**src/rtl/reorder_window_receiver_assert.svh**
```systemverilog
// assertion macros for the reorder window receiver
// used by the back part to check its own control logic, empty for synthesis
`ifndef REORDER_WINDOW_RECEIVER_ASSERT_SVH
`define REORDER_WINDOW_RECEIVER_ASSERT_SVH
`ifndef SYNTHESIS
`define RWR_ASSERT_IMPL(lbl, clk, rst_n, a, c) \
    lbl: assert property (@(posedge clk) disable iff (!rst_n) (a) |-> (c)) \
        else $error("rwr assertion failed");
`define RWR_ASSERT_NEXT(lbl, clk, rst_n, a, c) \
    lbl: assert property (@(posedge clk) disable iff (!rst_n) (a) |=> (c)) \
        else $error("rwr assertion failed");
`else
`define RWR_ASSERT_IMPL(lbl, clk, rst_n, a, c)
`define RWR_ASSERT_NEXT(lbl, clk, rst_n, a, c)
`endif
`endif

```
**src/rtl/rwr_pkg.sv**
```systemverilog
// shared types and constants for the reorder window receiver
// no dependencies
package rwr_pkg;

    localparam int WINDOW_DEPTH = 16;
    localparam int IDX_W        = $clog2(WINDOW_DEPTH);

    localparam int SEQ_W    = 32;
    localparam int LEN_W    = 11;
    localparam int HANDLE_W = 16;
    localparam int MAGIC_W  = 32;
    localparam int SLOT_W   = LEN_W + HANDLE_W;

    localparam logic [LEN_W-1:0] MAX_LEN = LEN_W'(1500);

    localparam int QUEUE_DEPTH = 2;
    localparam int QPTR_W      = $clog2(QUEUE_DEPTH);
    localparam int QCNT_W      = $clog2(QUEUE_DEPTH + 1);

    localparam int PADDR_W = 3;
    localparam int PDATA_W = 32;
    localparam logic [PADDR_W-3:0] REG_EXPECTED_MAGIC = '0;

    localparam logic KIND_DELIVER = 1'b0;
    localparam logic KIND_ACK     = 1'b1;

    typedef struct packed {
        logic [SEQ_W-1:0]    seq;
        logic [LEN_W-1:0]    len;
        logic                eof;
        logic [HANDLE_W-1:0] handle;
    } t_desc;

endpackage

```
**src/rtl/rwr_ram.sv**
```systemverilog
// generic single write port, single read port ram with registered read
// no dependencies
module rwr_ram #(
    parameter int WIDTH = 8,
    parameter int DEPTH = 16
) (
    input  logic                     i_clk,
    input  logic                     i_wr_en,
    input  logic [$clog2(DEPTH)-1:0] i_wr_addr,
    input  logic [WIDTH-1:0]         i_wr_data,
    input  logic                     i_rd_en,
    input  logic [$clog2(DEPTH)-1:0] i_rd_addr,
    output logic [WIDTH-1:0]         o_rd_data
);

    logic [WIDTH-1:0] r_mem [DEPTH];
    logic [WIDTH-1:0] r_rd_data;

    always_ff @(posedge i_clk) begin
        if (i_wr_en) begin
            r_mem[i_wr_addr] <= i_wr_data;
        end
        if (i_rd_en) begin
            r_rd_data <= r_mem[i_rd_addr];
        end
    end

    assign o_rd_data = r_rd_data;

endmodule

```
**src/rtl/rwr_queue.sv**
```systemverilog
// short descriptor queue between the front and back parts
// depends on rwr_pkg
module rwr_queue (
    input  logic           i_clk,
    input  logic           i_rst_n,
    input  logic           i_push,
    input  rwr_pkg::t_desc i_desc,
    output logic           o_full,
    input  logic           i_pop,
    output logic           o_valid,
    output rwr_pkg::t_desc o_desc
);
    import rwr_pkg::*;

    t_desc              r_mem [QUEUE_DEPTH];
    logic [QPTR_W-1:0]  r_wr_ptr;
    logic [QPTR_W-1:0]  r_rd_ptr;
    logic [QCNT_W-1:0]  r_count;
    logic               do_push;
    logic               do_pop;

    assign o_full  = (r_count == QCNT_W'(QUEUE_DEPTH));
    assign o_valid = (r_count != '0);
    assign o_desc  = r_mem[r_rd_ptr];
    assign do_push = i_push && !o_full;
    assign do_pop  = i_pop && o_valid;

    always_ff @(posedge i_clk) begin
        if (do_push) begin
            r_mem[r_wr_ptr] <= i_desc;
        end
        if (!i_rst_n) begin
            r_wr_ptr <= '0;
            r_rd_ptr <= '0;
            r_count  <= '0;
        end else begin
            if (do_push) begin
                r_wr_ptr <= r_wr_ptr + QPTR_W'(1);
            end
            if (do_pop) begin
                r_rd_ptr <= r_rd_ptr + QPTR_W'(1);
            end
            unique case ({do_push, do_pop})
                2'b10:   r_count <= r_count + QCNT_W'(1);
                2'b01:   r_count <= r_count - QCNT_W'(1);
                default: r_count <= r_count;
            endcase
        end
    end

endmodule

```
**src/rtl/rwr_front.sv**
```systemverilog
// front part: takes input items, drops foreign magic, clamps length
// depends on rwr_pkg
module rwr_front (
    input  logic                          i_in_valid,
    output logic                          o_in_ready,
    input  logic [rwr_pkg::MAGIC_W-1:0]   i_magic_value,
    input  logic [rwr_pkg::SEQ_W-1:0]     i_seq_number,
    input  logic [rwr_pkg::LEN_W-1:0]     i_payload_length,
    input  logic                          i_end_flag,
    input  logic [rwr_pkg::HANDLE_W-1:0]  i_payload_handle,
    input  logic [rwr_pkg::MAGIC_W-1:0]   i_expected_magic,
    input  logic                          i_q_full,
    output logic                          o_push,
    output rwr_pkg::t_desc                o_desc
);
    import rwr_pkg::*;

    logic magic_ok;

    assign magic_ok   = (i_magic_value == i_expected_magic);
    assign o_in_ready = !i_q_full;
    assign o_push     = i_in_valid && !i_q_full && magic_ok;

    always_comb begin
        o_desc.seq    = i_seq_number;
        o_desc.len    = (i_payload_length > MAX_LEN) ? MAX_LEN : i_payload_length;
        o_desc.eof    = i_end_flag;
        o_desc.handle = i_payload_handle;
    end

endmodule

```
**src/rtl/rwr_back.sv**
```systemverilog
// back part: window check, slot store, in-order delivery, drain and ack
// depends on rwr_pkg, rwr_ram and the assertion macro header
`include "reorder_window_receiver_assert.svh"
module rwr_back (
    input  logic                          i_clk,
    input  logic                          i_rst_n,
    input  logic                          i_q_valid,
    input  rwr_pkg::t_desc                i_q_desc,
    output logic                          o_q_pop,
    output logic                          o_out_valid,
    input  logic                          i_out_ready,
    output logic                          o_result_kind,
    output logic [rwr_pkg::SEQ_W-1:0]     o_out_sequence,
    output logic [rwr_pkg::LEN_W-1:0]     o_out_length,
    output logic [rwr_pkg::HANDLE_W-1:0]  o_out_handle,
    output logic                          o_out_eof,
    output logic                          o_last_of_run
);
    import rwr_pkg::*;

    typedef enum logic [2:0] {
        S_IDLE,
        S_CLASSIFY,
        S_HEAD,
        S_CHECK,
        S_DRAIN,
        S_ACK
    } t_state;

    localparam logic [IDX_W-1:0] STEP_LAST = IDX_W'(WINDOW_DEPTH - 1);

    t_state                 r_state;
    logic [SEQ_W-1:0]       r_next;
    logic                   r_finished;
    logic [WINDOW_DEPTH-1:0] r_valid;
    t_desc                  r_desc;
    logic [IDX_W-1:0]       r_steps;
    logic                   r_out_valid;
    logic                   r_kind;
    logic [SEQ_W-1:0]       r_oseq;
    logic [LEN_W-1:0]       r_olen;
    logic [HANDLE_W-1:0]    r_ohandle;
    logic                   r_oeof;
    logic                   r_olast;

    logic [SEQ_W-1:0]       n_next;
    logic [SEQ_W-1:0]       seq_gap;
    logic [IDX_W-1:0]       head_idx;
    logic [IDX_W-1:0]       seq_idx;
    logic                   below;
    logic                   in_order;
    logic                   in_win;
    logic                   park;
    logic                   out_free;
    logic                   ld_ack;
    logic [SLOT_W-1:0]      rd_data;
    logic [LEN_W-1:0]       rd_len;
    logic [HANDLE_W-1:0]    rd_handle;

    assign n_next   = r_next + SEQ_W'(1);
    assign seq_gap  = r_desc.seq - r_next;
    assign head_idx = r_next[IDX_W-1:0];
    assign seq_idx  = r_desc.seq[IDX_W-1:0];
    assign below    = (r_desc.seq < r_next);
    assign in_order = (r_desc.seq == r_next);
    assign in_win   = (seq_gap < SEQ_W'(WINDOW_DEPTH));
    assign park     = (r_state == S_CLASSIFY) && !r_finished && !below && !in_order
                      && in_win && !r_valid[seq_idx] && (r_desc.len != '0);
    assign out_free = !r_out_valid || i_out_ready;
    assign ld_ack   = (r_state == S_ACK) && out_free;
    assign o_q_pop  = (r_state == S_IDLE) && i_q_valid;
    assign rd_len    = rd_data[SLOT_W-1:HANDLE_W];
    assign rd_handle = rd_data[HANDLE_W-1:0];

    rwr_ram #(
        .WIDTH (SLOT_W),
        .DEPTH (WINDOW_DEPTH)
    ) u_slot_ram (
        .i_clk     (i_clk),
        .i_wr_en   (park),
        .i_wr_addr (seq_idx),
        .i_wr_data ({r_desc.len, r_desc.handle}),
        .i_rd_en   (r_state == S_CHECK),
        .i_rd_addr (head_idx),
        .o_rd_data (rd_data)
    );

    always_ff @(posedge i_clk) begin
        if (!i_rst_n) begin
            r_state     <= S_IDLE;
            r_next      <= SEQ_W'(1);
            r_finished  <= 1'b0;
            r_valid     <= '0;
            r_steps     <= '0;
            r_out_valid <= 1'b0;
        end else begin
            if (i_out_ready) begin
                r_out_valid <= 1'b0;
            end
            unique case (r_state)
                S_IDLE: begin
                    if (i_q_valid) begin
                        r_desc  <= i_q_desc;
                        r_state <= S_CLASSIFY;
                    end
                end
                S_CLASSIFY: begin
                    priority if (r_finished || below) begin
                        r_state <= S_IDLE;
                    end else if (in_order) begin
                        r_state <= S_HEAD;
                    end else if (!in_win) begin
                        r_state <= S_IDLE;
                    end else begin
                        if (park) begin
                            r_valid[seq_idx] <= 1'b1;
                        end
                        r_state <= S_ACK;
                    end
                end
                S_HEAD: begin
                    if (out_free) begin
                        r_out_valid <= 1'b1;
                        r_kind      <= KIND_DELIVER;
                        r_oseq      <= r_desc.seq;
                        r_olen      <= r_desc.len;
                        r_ohandle   <= r_desc.handle;
                        r_oeof      <= 1'b0;
                        r_olast     <= 1'b0;
                        r_next      <= n_next;
                        r_steps     <= '0;
                        r_state     <= S_CHECK;
                    end
                end
                S_CHECK: begin
                    if (r_steps != STEP_LAST && r_valid[head_idx]) begin
                        r_state <= S_DRAIN;
                    end else begin
                        r_state <= S_ACK;
                    end
                end
                S_DRAIN: begin
                    if (out_free) begin
                        r_out_valid       <= 1'b1;
                        r_kind            <= KIND_DELIVER;
                        r_oseq            <= r_next;
                        r_olen            <= rd_len;
                        r_ohandle         <= rd_handle;
                        r_oeof            <= 1'b0;
                        r_olast           <= 1'b0;
                        r_valid[head_idx] <= 1'b0;
                        r_next            <= n_next;
                        r_steps           <= r_steps + IDX_W'(1);
                        r_state           <= S_CHECK;
                    end
                end
                S_ACK: begin
                    if (out_free) begin
                        r_out_valid <= 1'b1;
                        r_kind      <= KIND_ACK;
                        r_oseq      <= r_next - SEQ_W'(1);
                        r_olen      <= '0;
                        r_ohandle   <= '0;
                        r_oeof      <= r_desc.eof;
                        r_olast     <= 1'b1;
                        if (r_desc.eof) begin
                            r_finished <= 1'b1;
                        end
                        r_state <= S_IDLE;
                    end
                end
                default: r_state <= S_IDLE;
            endcase
        end
    end

    assign o_out_valid    = r_out_valid;
    assign o_result_kind  = r_kind;
    assign o_out_sequence = r_oseq;
    assign o_out_length   = r_olen;
    assign o_out_handle   = r_ohandle;
    assign o_out_eof      = r_oeof;
    assign o_last_of_run  = r_olast;

    // slot of the next expected sequence is never occupied between items
    `RWR_ASSERT_IMPL(a_head_slot_clear, i_clk, i_rst_n, r_state == S_IDLE, !r_valid[head_idx])
    // after eof nothing gets past classification
    `RWR_ASSERT_IMPL(a_finished_quiet, i_clk, i_rst_n, r_finished,
        r_state == S_IDLE || r_state == S_CLASSIFY)
    // only the ack closes a run
    `RWR_ASSERT_IMPL(a_ack_is_last, i_clk, i_rst_n, r_out_valid, r_kind == r_olast)
    // an eof ack locks the receiver
    `RWR_ASSERT_NEXT(a_eof_locks, i_clk, i_rst_n, ld_ack && r_desc.eof, r_finished)

endmodule

```
**src/rtl/reorder_window_receiver.sv**
```systemverilog
// reorder window receiver: the back state machine passes a dropped item through
// classify, a parked item through classify and ack, and an in-order item through
// classify, head, a check and a drain per stored slot with one read each, then ack
// reset is synchronous active low: window empty, next sequence 1, magic 0
// a two-item queue lets input items be taken while the back part works
// depends on rwr_pkg, rwr_front, rwr_queue, rwr_back
module reorder_window_receiver (
    input  logic                          i_clk,
    input  logic                          i_rst_n,
    input  logic                          i_in_valid,
    output logic                          o_in_ready,
    input  logic [rwr_pkg::MAGIC_W-1:0]   i_magic_value,
    input  logic [rwr_pkg::SEQ_W-1:0]     i_seq_number,
    input  logic [rwr_pkg::LEN_W-1:0]     i_payload_length,
    input  logic                          i_end_flag,
    input  logic [rwr_pkg::HANDLE_W-1:0]  i_payload_handle,
    output logic                          o_out_valid,
    input  logic                          i_out_ready,
    output logic                          o_result_kind,
    output logic [rwr_pkg::SEQ_W-1:0]     o_out_sequence,
    output logic [rwr_pkg::LEN_W-1:0]     o_out_length,
    output logic [rwr_pkg::HANDLE_W-1:0]  o_out_handle,
    output logic                          o_out_eof,
    output logic                          o_last_of_run,
    input  logic                          psel,
    input  logic                          penable,
    input  logic                          pwrite,
    input  logic [rwr_pkg::PADDR_W-1:0]   paddr,
    input  logic [rwr_pkg::PDATA_W-1:0]   pwdata,
    output logic [rwr_pkg::PDATA_W-1:0]   prdata,
    output logic                          pready
);
    import rwr_pkg::*;

    logic [MAGIC_W-1:0] r_expected_magic;
    logic               cfg_wr;
    logic               q_push;
    logic               q_full;
    logic               q_pop;
    logic               q_valid;
    t_desc              push_desc;
    t_desc              pop_desc;

    assign pready = 1'b1;
    assign cfg_wr = psel && penable && pwrite && pready
                    && (paddr[PADDR_W-1:2] == REG_EXPECTED_MAGIC);

    always_ff @(posedge i_clk) begin
        if (!i_rst_n) begin
            r_expected_magic <= '0;
        end else if (cfg_wr) begin
            r_expected_magic <= pwdata[MAGIC_W-1:0];
        end
    end

    assign prdata = (paddr[PADDR_W-1:2] == REG_EXPECTED_MAGIC) ? r_expected_magic : '0;

    rwr_front u_front (
        .i_in_valid       (i_in_valid),
        .o_in_ready       (o_in_ready),
        .i_magic_value    (i_magic_value),
        .i_seq_number     (i_seq_number),
        .i_payload_length (i_payload_length),
        .i_end_flag       (i_end_flag),
        .i_payload_handle (i_payload_handle),
        .i_expected_magic (r_expected_magic),
        .i_q_full         (q_full),
        .o_push           (q_push),
        .o_desc           (push_desc)
    );

    rwr_queue u_queue (
        .i_clk   (i_clk),
        .i_rst_n (i_rst_n),
        .i_push  (q_push),
        .i_desc  (push_desc),
        .o_full  (q_full),
        .i_pop   (q_pop),
        .o_valid (q_valid),
        .o_desc  (pop_desc)
    );

    rwr_back u_back (
        .i_clk          (i_clk),
        .i_rst_n        (i_rst_n),
        .i_q_valid      (q_valid),
        .i_q_desc       (pop_desc),
        .o_q_pop        (q_pop),
        .o_out_valid    (o_out_valid),
        .i_out_ready    (i_out_ready),
        .o_result_kind  (o_result_kind),
        .o_out_sequence (o_out_sequence),
        .o_out_length   (o_out_length),
        .o_out_handle   (o_out_handle),
        .o_out_eof      (o_out_eof),
        .o_last_of_run  (o_last_of_run)
    );

endmodule

```
**config.mk**
```make
export PLATFORM = sky130hd
export DESIGN_NAME = reorder_window_receiver
export DESIGN_NICKNAME = d
export VERILOG_FILES = /design/src/rtl/rwr_pkg.sv /design/src/rtl/rwr_ram.sv /design/src/rtl/rwr_queue.sv /design/src/rtl/rwr_front.sv /design/src/rtl/rwr_back.sv /design/src/rtl/reorder_window_receiver.sv
export VERILOG_INCLUDE_DIRS = /design/src /design/src/rtl
export SDC_FILE = /design/constraint.sdc
export NUM_CORES = 1
export LEC_CHECK = 0
export BUFFER_PORTS_ARGS = -buffer_cell sky130_fd_sc_hd__buf_2
export CAP_MARGIN = 10
export CELL_PAD_IN_SITES_DETAIL_PLACEMENT = 0
export CELL_PAD_IN_SITES_GLOBAL_PLACEMENT = 1
export CORE_AREA = 4 4 296 298
export CTS_CLUSTER_SIZE = 24
export DETAILED_ROUTE_END_ITERATION = 7
export DIE_AREA = 0 0 300 302
export PLACE_DENSITY = 0.6
export SLEW_MARGIN = 20
export SYNTH_ARGS = -nofsm -noshare
export SYNTH_HDL_FRONTEND = slang
export SYNTH_SLANG_ARGS = --single-unit
```
**constraint.sdc**
```tcl
create_clock -name i_clk -period 6.3 [get_ports i_clk]
set_clock_uncertainty 0.1 [all_clocks]
set_input_delay 1.26 -clock i_clk [delete_from_list [all_inputs] [get_ports i_clk]]
set_output_delay 1.26 -clock i_clk [all_outputs]
set_load 0.02 [all_outputs]
```
==> out/summary.txt, run 1 <==
Fillers: 7515
Die area: 90600 um2
End of the critical path: u_back.u_slot_ram.r_mem[13][4]
GR Overflow Total: 0
HPWL after detailed placement: 53100 um
Iteration-0 DRC Markers: 1462
Post-Synthesis Cells: 2155
Final wirelength: 87300 um
Total core area: 84900 um2
Synthesized cell area: 33700 um2
Die W: 300 um
Final setup TNS: 0 ns
Critical Path Start: u_back.r_next[1]
WL/cell: 24.2 um
Final hold violations: 0
Ports: 231
Arr. time, crit path: 5.47 ns
Clk slew on worst S/H paths: 0.06 ns
R2r endpoint: u_back.u_slot_ram.r_mem[13][4]
Critical path class: flip-flop to flip-flop
Crit path max-delay family: compound AO/OA/AOI/OAI gates
Largest family of logic cells by synthesized area: multiplexers
First-pass GRT wire length: 129000 um
Max-Cap Viols: 0
Starting Density: 39.7%
Ys async rst share: 0%
Fin. max-slew vios: 0
Time the worst path needs with I/O delays and setup: 5.26 ns
TritonCTS clock tree: built
Area share of the largest cell type after synthesis: 62.4%
CP Max Fanout: 37
RSZ-0062 raised after global routing: false
Area contributors post-synth: edfxtp_1 62%, mux4_2 9.6%, dfxtp_1 5.5%
Layout net count: 2567
Worst setup EP type: flip-flop
Final setup fails: 0
CP Launch Type: flip-flop
Sequential-to-total area share from yosys stat: 67.9%
XOR/XNOR Fraction of Synth Area: 2.68%
H-tree levels: 3
Post-route clock period utilization: 83.4%
Critical path required time: 6.52 ns
FF-to-FF path depth: 13
Clock Path Buffers: 3
Pre-Repair DR Iteration Count: 5
Syn Area/Cell: 15.6 um2
Clock sinks: 793
CTS resizes: 0
Initial antenna violation count: 3
Setup Buffers After CTS: 0
EDFF count, synth: 700
YS warnings: 0
Die Y: 302 um
Worst VDD drop: 0.196 mV
Post-synthesis mux area share: 11.9%
Worst-path cell chain: inv_1, ha_1, nor2b_1, o31ai_1, a21oi_1, o21a_1, o311ai_0, nand2_1, a2111oi_1, and4_4, nand4_4, nor2_2, buf_12
Pwr/cell area: 274 nW/um2
Most frequent cells in the layout: 700 x edfxtp_1, 227 x buf_2, 219 x nand2_1, 144 x mux4_2, 92 x a21oi_1
Row count: 107
Instance count on the critical path: 13
Clock Latency Late Sink: 0.65 ns
Largest net degree at the start of global routing: 62
Slowest cell on crit path: dfxtp_4
Overall Power: 10.7 mW
Synth Area in Compound Gates: 5.26%
Input/output buffers: 227
Simple-gate share of the synthesized area: 8.79%
Worst reg-to-reg setup slack: 1.04 ns
Vias in the first global route: 19800
CTS Root Cell: clkbuf_16
Share of layout cells above drive strength 1: 27.2%
CP Buf/Inv Count: 2
CP max stage delay: 0.75 ns
Unique cell type count in the Yosys netlist: 99
Remaining routing DRC violations: 0
Max-slew headroom: 33.0%
Yosys reg bits: 793
Post-Synth Adder-Cell Area: 1.41%
Hold buffers post-CTS: 0
Mapped Nets: 2327
Reg2reg start: u_back.r_next[1]
Area Overhead vs Synth: 16.0%
CTS Buf Count: 87
Vias per Instance: 5.37
Max Clk Rate: 0.190 GHz
Leakage: 13.0 nW
Commonest non-fill, non-tap cell in the layout: edfxtp_1
GRT Util Overall: 19.1%
Top FF cell, synth: edfxtp_1
Vias: 19400
Hold Crit Class: flip-flop to flip-flop
Routability cong.: 0.854
Worst-margin pin slew: 1.01 ns
Status: complete, no violations
Post-route ant nets: 0
Cell taking the most area after synthesis: edfxtp_1
[through the flow]
stage | hold slack, ns | util [%] | std cells | instance area [um2] | setup slack, ns
floorplan | 0.330 | - | 2155 | 33700 | 0.934
global placement | 0.354 | 42.7 | 3449 | 36300 | 1.06
detailed placement | 0.371 | 42.7 | 3449 | 36300 | 1.09
CTS | 0.379 | 46.0 | 3609 | 39100 | 1.05
global route | 0.398 | 46.1 | 3610 | 39100 | 0.592
finish | 0.377 | 46.1 | 3611 | 39100 | 1.04
[flip-flops by register name, indices dropped and copies added (netlist names)]
name                         count
r_expected_magic                32
u_back.o_out_eof                 1
u_back.o_out_handle             16
u_back.o_out_length             11
u_back.o_out_sequence           32
u_back.o_out_valid               1
u_back.o_result_kind             1
u_back.r_desc                   60
u_back.r_finished                1
u_back.r_next                   32
u_back.r_state                   3
u_back.r_steps                   4
u_back.r_valid                  16
u_back.u_slot_ram.o_rd_data     27
u_back.u_slot_ram.r_mem        432
u_queue.r_count                  2
u_queue.r_mem                  120
u_queue.r_rd_ptr                 1
u_queue.r_wr_ptr                 1
[layout make-up]
type	count	area [um2]	area share, %
Antenna cell	1	2.50	0.00640
Clock inverter	54	488	1.25
Tap cell	1144	1430	3.66
Sequential cell	793	22900	58.6
Clock buffer	106	2300	5.89
Inverter	42	158	0.403
Multi-Input combinational cell	1203	10200	26.1
Timing Repair Buffer	268	1630	4.16
[metal layers]
metal / global-route usage (%) / share of wire (%) / vias to the layer above
met5: 0 / 0.021 / -
met1: 27.4 / 46 / 9939
met4: 4.44 / 1.5 / 2
met3: 3.10 / 5.3 / 94
li1: - / - / 8832
met2: 31.0 / 47 / 540
[worst register-to-register path: stages (launching register included)]
cell,delay [ns]
dfxtp_4,0.75
inv_1,0.20
ha_1,0.33
nor2b_1,0.16
o31ai_1,0.44
a21oi_1,0.23
o21a_1,0.28
o311ai_0,0.64
nand2_1,0.18
a2111oi_1,0.42
and4_4,0.38
nand4_4,0.26
nor2_2,0.25
buf_12,0.27
[worst min-delay path by stage]
| stage | to | start | cells past startpoint |
|---|---|---|---|
| after floorplan | u_back.r_finished | u_back.r_finished | 2 |
| after global placement | u_back.r_finished | u_back.r_finished | 2 |
| after detailed placement | r_expected_magic[4] | r_expected_magic[4] | 2 |
| after CTS | r_expected_magic[25] | r_expected_magic[25] | 2 |
| after global routing | r_expected_magic[2] | r_expected_magic[2] | 2 |
| final | r_expected_magic[25] | r_expected_magic[25] | 2 |
[cells in the mapped netlist, drive strengths merged (4+ instances only)]
cell type / instances
xnor2: 77
edfxtp: 700
nand3: 24
or3: 9
a21oi: 97
o22ai: 4
a211oi: 5
and3: 6
mux4: 144
or4: 8
nand2: 221
o211ai: 22
nand4: 35
mux2i: 7
a21boi: 5
or2: 5
o311ai: 4
o21a: 8
ha: 38
o21ai: 57
nor4: 25
nor2b: 39
nand3b: 29
xor2: 26
mux2: 61
buf: 40
o2111ai: 4
o41ai: 4
nor3: 35
a21o: 6
o31ai: 18
dfxtp: 93
a31oi: 6
nor2: 105
inv: 39
nand2b: 14
and2: 11
clkbuf: 76
[kinds of logic after synthesis]
kind of cell / count (synthesis)
muxes: 212
xor gates and xnor gates: 103
DFF: 793
adders and majority gates: 38
and+or+nand+nor: 580
AOI/OAI and AO/OA: 269
other: 1
buffers and inverters: 159
[power by group]
part           internal (mW)  switching (mW)
Clock                   2.87            2.09
Sequential              5.65         0.00362
Combinational         0.0465          0.0591
No activity file was read; power rests on OpenSTA's default activity.
==> run 2, diff against run 1 <==
Settings changed: PLACE_DENSITY 0.6 to 0.63.
Clock period 6.3 ns to 4.7 ns, I/O delays scaled along.
==> out/summary.txt, run 2 (synthesized netlist as in run 1, its figures left out) <==
Status: complete, no violations
Critical path required time: 4.93 ns
Worst VDD drop: 0.273 mV
Post-Layout Inst Area: 39700 um2
Max-slew headroom: 31.2%
CP Max Fanout: 18
Share of layout cells above drive strength 1: 28.2%
HPWL after detailed placement: 55700 um
Final setup TNS: 0 ns
Final wirelength: 87600 um
Vias: 19500
TritonCTS clock tree: built
GR Overflow Total: 0
Hold Crit Class: primary input to flip-flop
Leakage: 13.2 nW
Total core area: 84900 um2
Ports: 231
Input/output buffers: 227
Fin. max-slew vios: 0
Iteration-0 DRC Markers: 1739
Die W: 300 um
Pwr/cell area: 359 nW/um2
Routability cong.: 0.860
Post-route ant nets: 0
Clock Path Buffers: 3
Regs by FF count: u_back.u_slot_ram.r_mem (432), u_queue.r_mem (120), u_back.r_desc (60)
Final hold violations: 0
Die area: 90600 um2
GRT Util Overall: 19.0%
Worst setup EP type: flip-flop
Most frequent cells in the layout: 700 x edfxtp_1, 227 x buf_2, 219 x nand2_1, 144 x mux4_2, 92 x a21oi_1
Clock sinks: 793
H-tree levels: 3
Commonest non-fill, non-tap cell in the layout: edfxtp_1
Vias in the first global route: 19900
CTS Root Cell: clkbuf_16
Final setup fails: 0
Fillers: 7451
First-pass GRT wire length: 129000 um
Arr. time, crit path: 4.67 ns
Final Util: 46.8%
Clk slew on worst S/H paths: 0.06 ns
Area Overhead vs Synth: 17.7%
Pre-Repair DR Iteration Count: 5
CP Launch Type: flip-flop
Layout net count: 2613
Max Clk Rate: 0.225 GHz
RSZ-0062 raised after global routing: false
WL/cell: 24.0 um
Reg with most FFs: u_back.u_slot_ram.r_mem
Die Y: 302 um
Worst-margin pin slew: 1.03 ns
Largest register FFs: 432
Vias per Instance: 5.35
Post-route clock period utilization: 94.5%
Critical path class: flip-flop to flip-flop
Max-Cap Viols: 0
Largest net degree at the start of global routing: 117
Row count: 107
CTS Buf Count: 86
Worst reg-to-reg setup slack: 0.26 ns
Time the worst path needs with I/O delays and setup: 4.44 ns
Placed instance area: 36900 um2
Clock Latency Late Sink: 0.66 ns
Initial antenna violation count: 6
Remaining routing DRC violations: 0
Starting Density: 39.7%
[run 2: cell count changes in the layout (fill, tap and decap cells not counted), moves of 4 or more]
cell,previous run,this run
clkinv_2,15,9
inv_6,4,0
buf_12,13,27
buf_4,27,59
nor2_4,2,18
nor2_2,17,1
clkinv_16,1,5
[run 2: layer usage]
layer	wire [um]	track usage (%)	vias to the layer above	part of all wire, %
li1	-	-	8903	-
met1	38700	26.8	9983	44
met2	42800	31.5	535	49
met3	4550	2.89	112	5.2
met4	1530	4.46	4	1.7
met5	32	0	-	0.037
[run 2: layout make-up]
type                       count  area [um2]  area share [%]
tap                         1144        1430            3.61
sequential                   793       22900            57.7
inverter                      42         158           0.397
antenna                        3        7.51          0.0189
multi-input combinational   1203       10300            25.9
timing repair buffer         315        2160            5.44
clock buffer                 106        2240            5.64
clock inverter                49         522            1.31
[run 2: critical path, stage by stage, from the launching register on]
cell,delay [ns]
edfxtp_1,0.47
ha_1,0.36
nor2b_1,0.16
o31ai_1,0.39
a21oi_1,0.24
o21a_1,0.28
a21oi_1,0.40
mux2i_1,0.15
nor3_2,0.33
and4_2,0.51
nand4_4,0.25
nor2_4,0.25
buf_12,0.23
[run 2: stage by stage]
step	total power, mW	hold WS, ns	instances	worst slack (ns)
3_5_place_dp	7.87	0.363	3496	0.129
6_report	14.3	0.373	3655	0.258
2_1_floorplan	7.79	0.330	2155	-0.344
3_3_place_gp	7.86	0.346	3496	0.113
5_1_grt	14.8	0.358	3654	0.0359
4_1_cts	14.5	0.336	3651	0.133
[run 2: path summary, 6_finish.rpt]
kind	end	cells after the start	start
worst max-delay path	u_back.u_slot_ram.r_mem[15][11]	12	u_back.r_desc[29]
worst min-delay path	u_queue.r_mem[1][14]	1	i_payload_handle[14]
worst max register to register	u_back.u_slot_ram.r_mem[15][11]	12	u_back.r_desc[29]
worst min register to register	u_back.r_finished	2	u_back.r_finished
[run 2: where the power goes]
| group | internal (mW) | switching, mW |
|---|---|---|
| clock | 3.74 | 2.80 |
| combinational | 0.0623 | 0.0792 |
| sequential | 7.57 | 0.00520 |
| total | 11.4 | 2.89 |
[run 2: what timing repair did]
action / CTS / global route
gates resized for setup: 0 / 1
hold buffers: 0 / 0
setup endpoints to repair: 0 / 83
setup buffers: 0 / 0
==> run 3, diff against run 2 <==
Settings changed: CORE_AREA 4 4 296 298 to 4 4 298 300, DIE_AREA 0 0 300 302 to 0 0 302 304, SYNTH_HIERARCHICAL set to 1.
==> out/summary.txt, run 3 <==
Status: complete, no violations
YS warnings: 6
EDFF count, synth: 700
CP Max Fanout: 10
GRT Util Overall: 18.4%
Vias in the first global route: 20700
Iteration-0 DRC Markers: 1424
Mapped Nets: 2448
Initial antenna violation count: 8
Largest net degree at the start of global routing: 115
Most numerous cell in the Yosys netlist: edfxtp_1
Most frequent cells in the layout: 700 x edfxtp_1, 265 x nand2_1, 226 x buf_2, 118 x mux4_2, 91 x dfxtp_1
Final hold violations: 0
Ys async rst share: 0%
Max-slew headroom: 29.1%
Die W: 302 um
Clk slew on worst S/H paths: 0.06 ns
GR Overflow Total: 0
Hold buffers post-CTS: 0
Synthesized cell area: 34300 um2
Met3 routed WL: 4790 um
Fin. max-slew vios: 0
Multi-input logic area: 10400 um2
Regs by FF count: u_back/u_slot_ram/r_mem (432), u_queue/r_mem (120), u_back/r_desc (60)
Largest register FFs: 432
Post-Synthesis Cells: 2276
Uppermost layer routed: met5
Area share of the largest cell type after synthesis: 61.3%
Ports: 231
Post-route clock period utilization: 95.8%
Syn Area/Cell: 15.1 um2
WL/cell: 22.4 um
Clock sinks: 794
Leakage: 13.6 nW
Commonest non-fill, non-tap cell in the layout: edfxtp_1
Vias per Instance: 5.23
Top cells by instance count after synthesis: 700 x edfxtp_1, 265 x nand2_1, 118 x mux4_2, 94 x dfxtp_1, 78 x clkbuf_1
Final setup fails: 0
Post-route ant nets: 0
Worst VDD drop: 0.265 mV
CTS Root Cell: clkbuf_16
Met1 wire length: 36200 um
Hold Crit Class: flip-flop to flip-flop
Starting Density: 39.8%
Die Y: 304 um
H-tree levels: 3
Max-Cap Viols: 0
Overall Power: 14.7 mW
Row count: 108
Final setup TNS: 0 ns
Input/output buffers: 227
Total core area: 86200 um2
First-pass GRT wire length: 128000 um
Sequential-to-total area share from yosys stat: 66.8%
Pwr/cell area: 366 nW/um2
Final wirelength: 84300 um
Pre-Repair DR Iteration Count: 7
Clock Path Buffers: 3
RSZ-0062 raised after global routing: true
HPWL after detailed placement: 55900 um
CP Launch Type: flip-flop
Die area: 91800 um2
Metal2 WL: 41300 um
Layout net count: 2699
Hold_ws: 0.378 ns
Arr. time, crit path: 4.72 ns
Worst-margin pin slew: 1.06 ns
Share of layout cells above drive strength 1: 28.7%
Max Clk Rate: 0.222 GHz
Worst setup EP type: flip-flop
Area Overhead vs Synth: 17.0%
Critical path class: flip-flop to flip-flop
Clock Latency Late Sink: 0.65 ns
Vias: 19700
Worst reg-to-reg setup slack: 0.20 ns
Top FF cell, synth: edfxtp_1
Fillers: 7606
Routability cong.: 0.841
Reg with most FFs: u_back/u_slot_ram/r_mem
Time the worst path needs with I/O delays and setup: 4.50 ns
Area contributors post-synth: edfxtp_1 61%, mux4_2 7.7%, dfxtp_1 5.5%
Unique cell type count in the Yosys netlist: 91
Yosys reg bits: 794
CTS Buf Count: 85
Cell taking the most area after synthesis: edfxtp_1
Remaining routing DRC violations: 0
TritonCTS clock tree: built
Critical path required time: 4.92 ns
Register Area: 22900 um2
## run 3: layout make-up
type | count | share of cell area [%]
clock buffers | 106 | 5.62
clock inverters | 53 | 1.75
diodes | 4 | 0.0250
repair buffers | 333 | 5.43
multi-input cells | 1262 | 26.0
flip-flops and latches | 794 | 57.1
inverters | 51 | 0.477
well taps | 1155 | 3.60
## run 3: per-stage QoR
step / std cells / setup slack (ns) / utilization [%] / area, um2
6_report: 3758 / 0.199 / 46.5 / 40100
2_1_floorplan: 2276 / -0.190 / - / 34400
3_3_place_gp: 3593 / 0.0449 / 43.0 / 37100
3_5_place_dp: 3593 / -0.00427 / 43.0 / 37100
4_1_cts: 3752 / 0.0719 / 46.4 / 40000
5_1_grt: 3755 / -0.0381 / 46.5 / 40100
## run 3: critical path, stage by stage, from the launching register on
cell	delay (ns)
dfxtp_1	0.37
inv_1	0.12
ha_1	0.44
a21oi_1	0.35
o21ai_1	0.19
a21oi_1	0.26
nand2_1	0.15
o211ai_2	0.19
o311ai_1	0.12
or4_4	0.54
nor2_1	0.13
nand3_1	0.15
nor2_2	0.16
or3b_4	0.45
nor3_4	0.25
buf_6	0.21
## run 3: power breakdown
part	total [mW]	internal [mW]	switching, mW
Combinational	0.151	0.0688	0.0825
Sequential	7.59	7.58	0.00570
Clock	6.95	4.12	2.83
## run 3: worst paths after layout
| path | startpoint | endpoint | depth (start not counted) |
|---|---|---|---|
| worst min-delay path | u_back/r_valid[0] | u_back/r_valid[0] | 2 |
| worst min register to register | u_back/r_valid[0] | u_back/r_valid[0] | 2 |
| worst max register to register | u_back/r_next[19] | u_back/u_slot_ram/r_mem[0][18] | 15 |
| worst max-delay path | u_back/r_next[19] | u_back/u_slot_ram/r_mem[0][18] | 15 |
## run 3: cell families after synthesis
logic type	count (synthesis)	synth area share, %
AOI/OAI and AO/OA	274	5.79
xor gates and xnor gates	101	2.58
DFF	794	66.8
other	1	0.0109
adders and majority gates	38	1.39
buffers and inverters	220	3.40
and+or+nand+nor	632	9.23
muxes	216	10.8
## run 3: what timing repair did
item | CTS | global route
cloned | 0 | 0
setup endpoints to repair | 9 | 432
buffers inserted | 0 | 1
resized for setup | 1 | 15
pin swaps | 0 | 2
## run 3: per-layer routing
metal | GRT usage (%) | vias up
li1 | - | 9134
met1 | 24.7 | 9868
met2 | 30.5 | 520
met3 | 3.60 | 124
met4 | 5.21 | 4
met5 | 0 | -
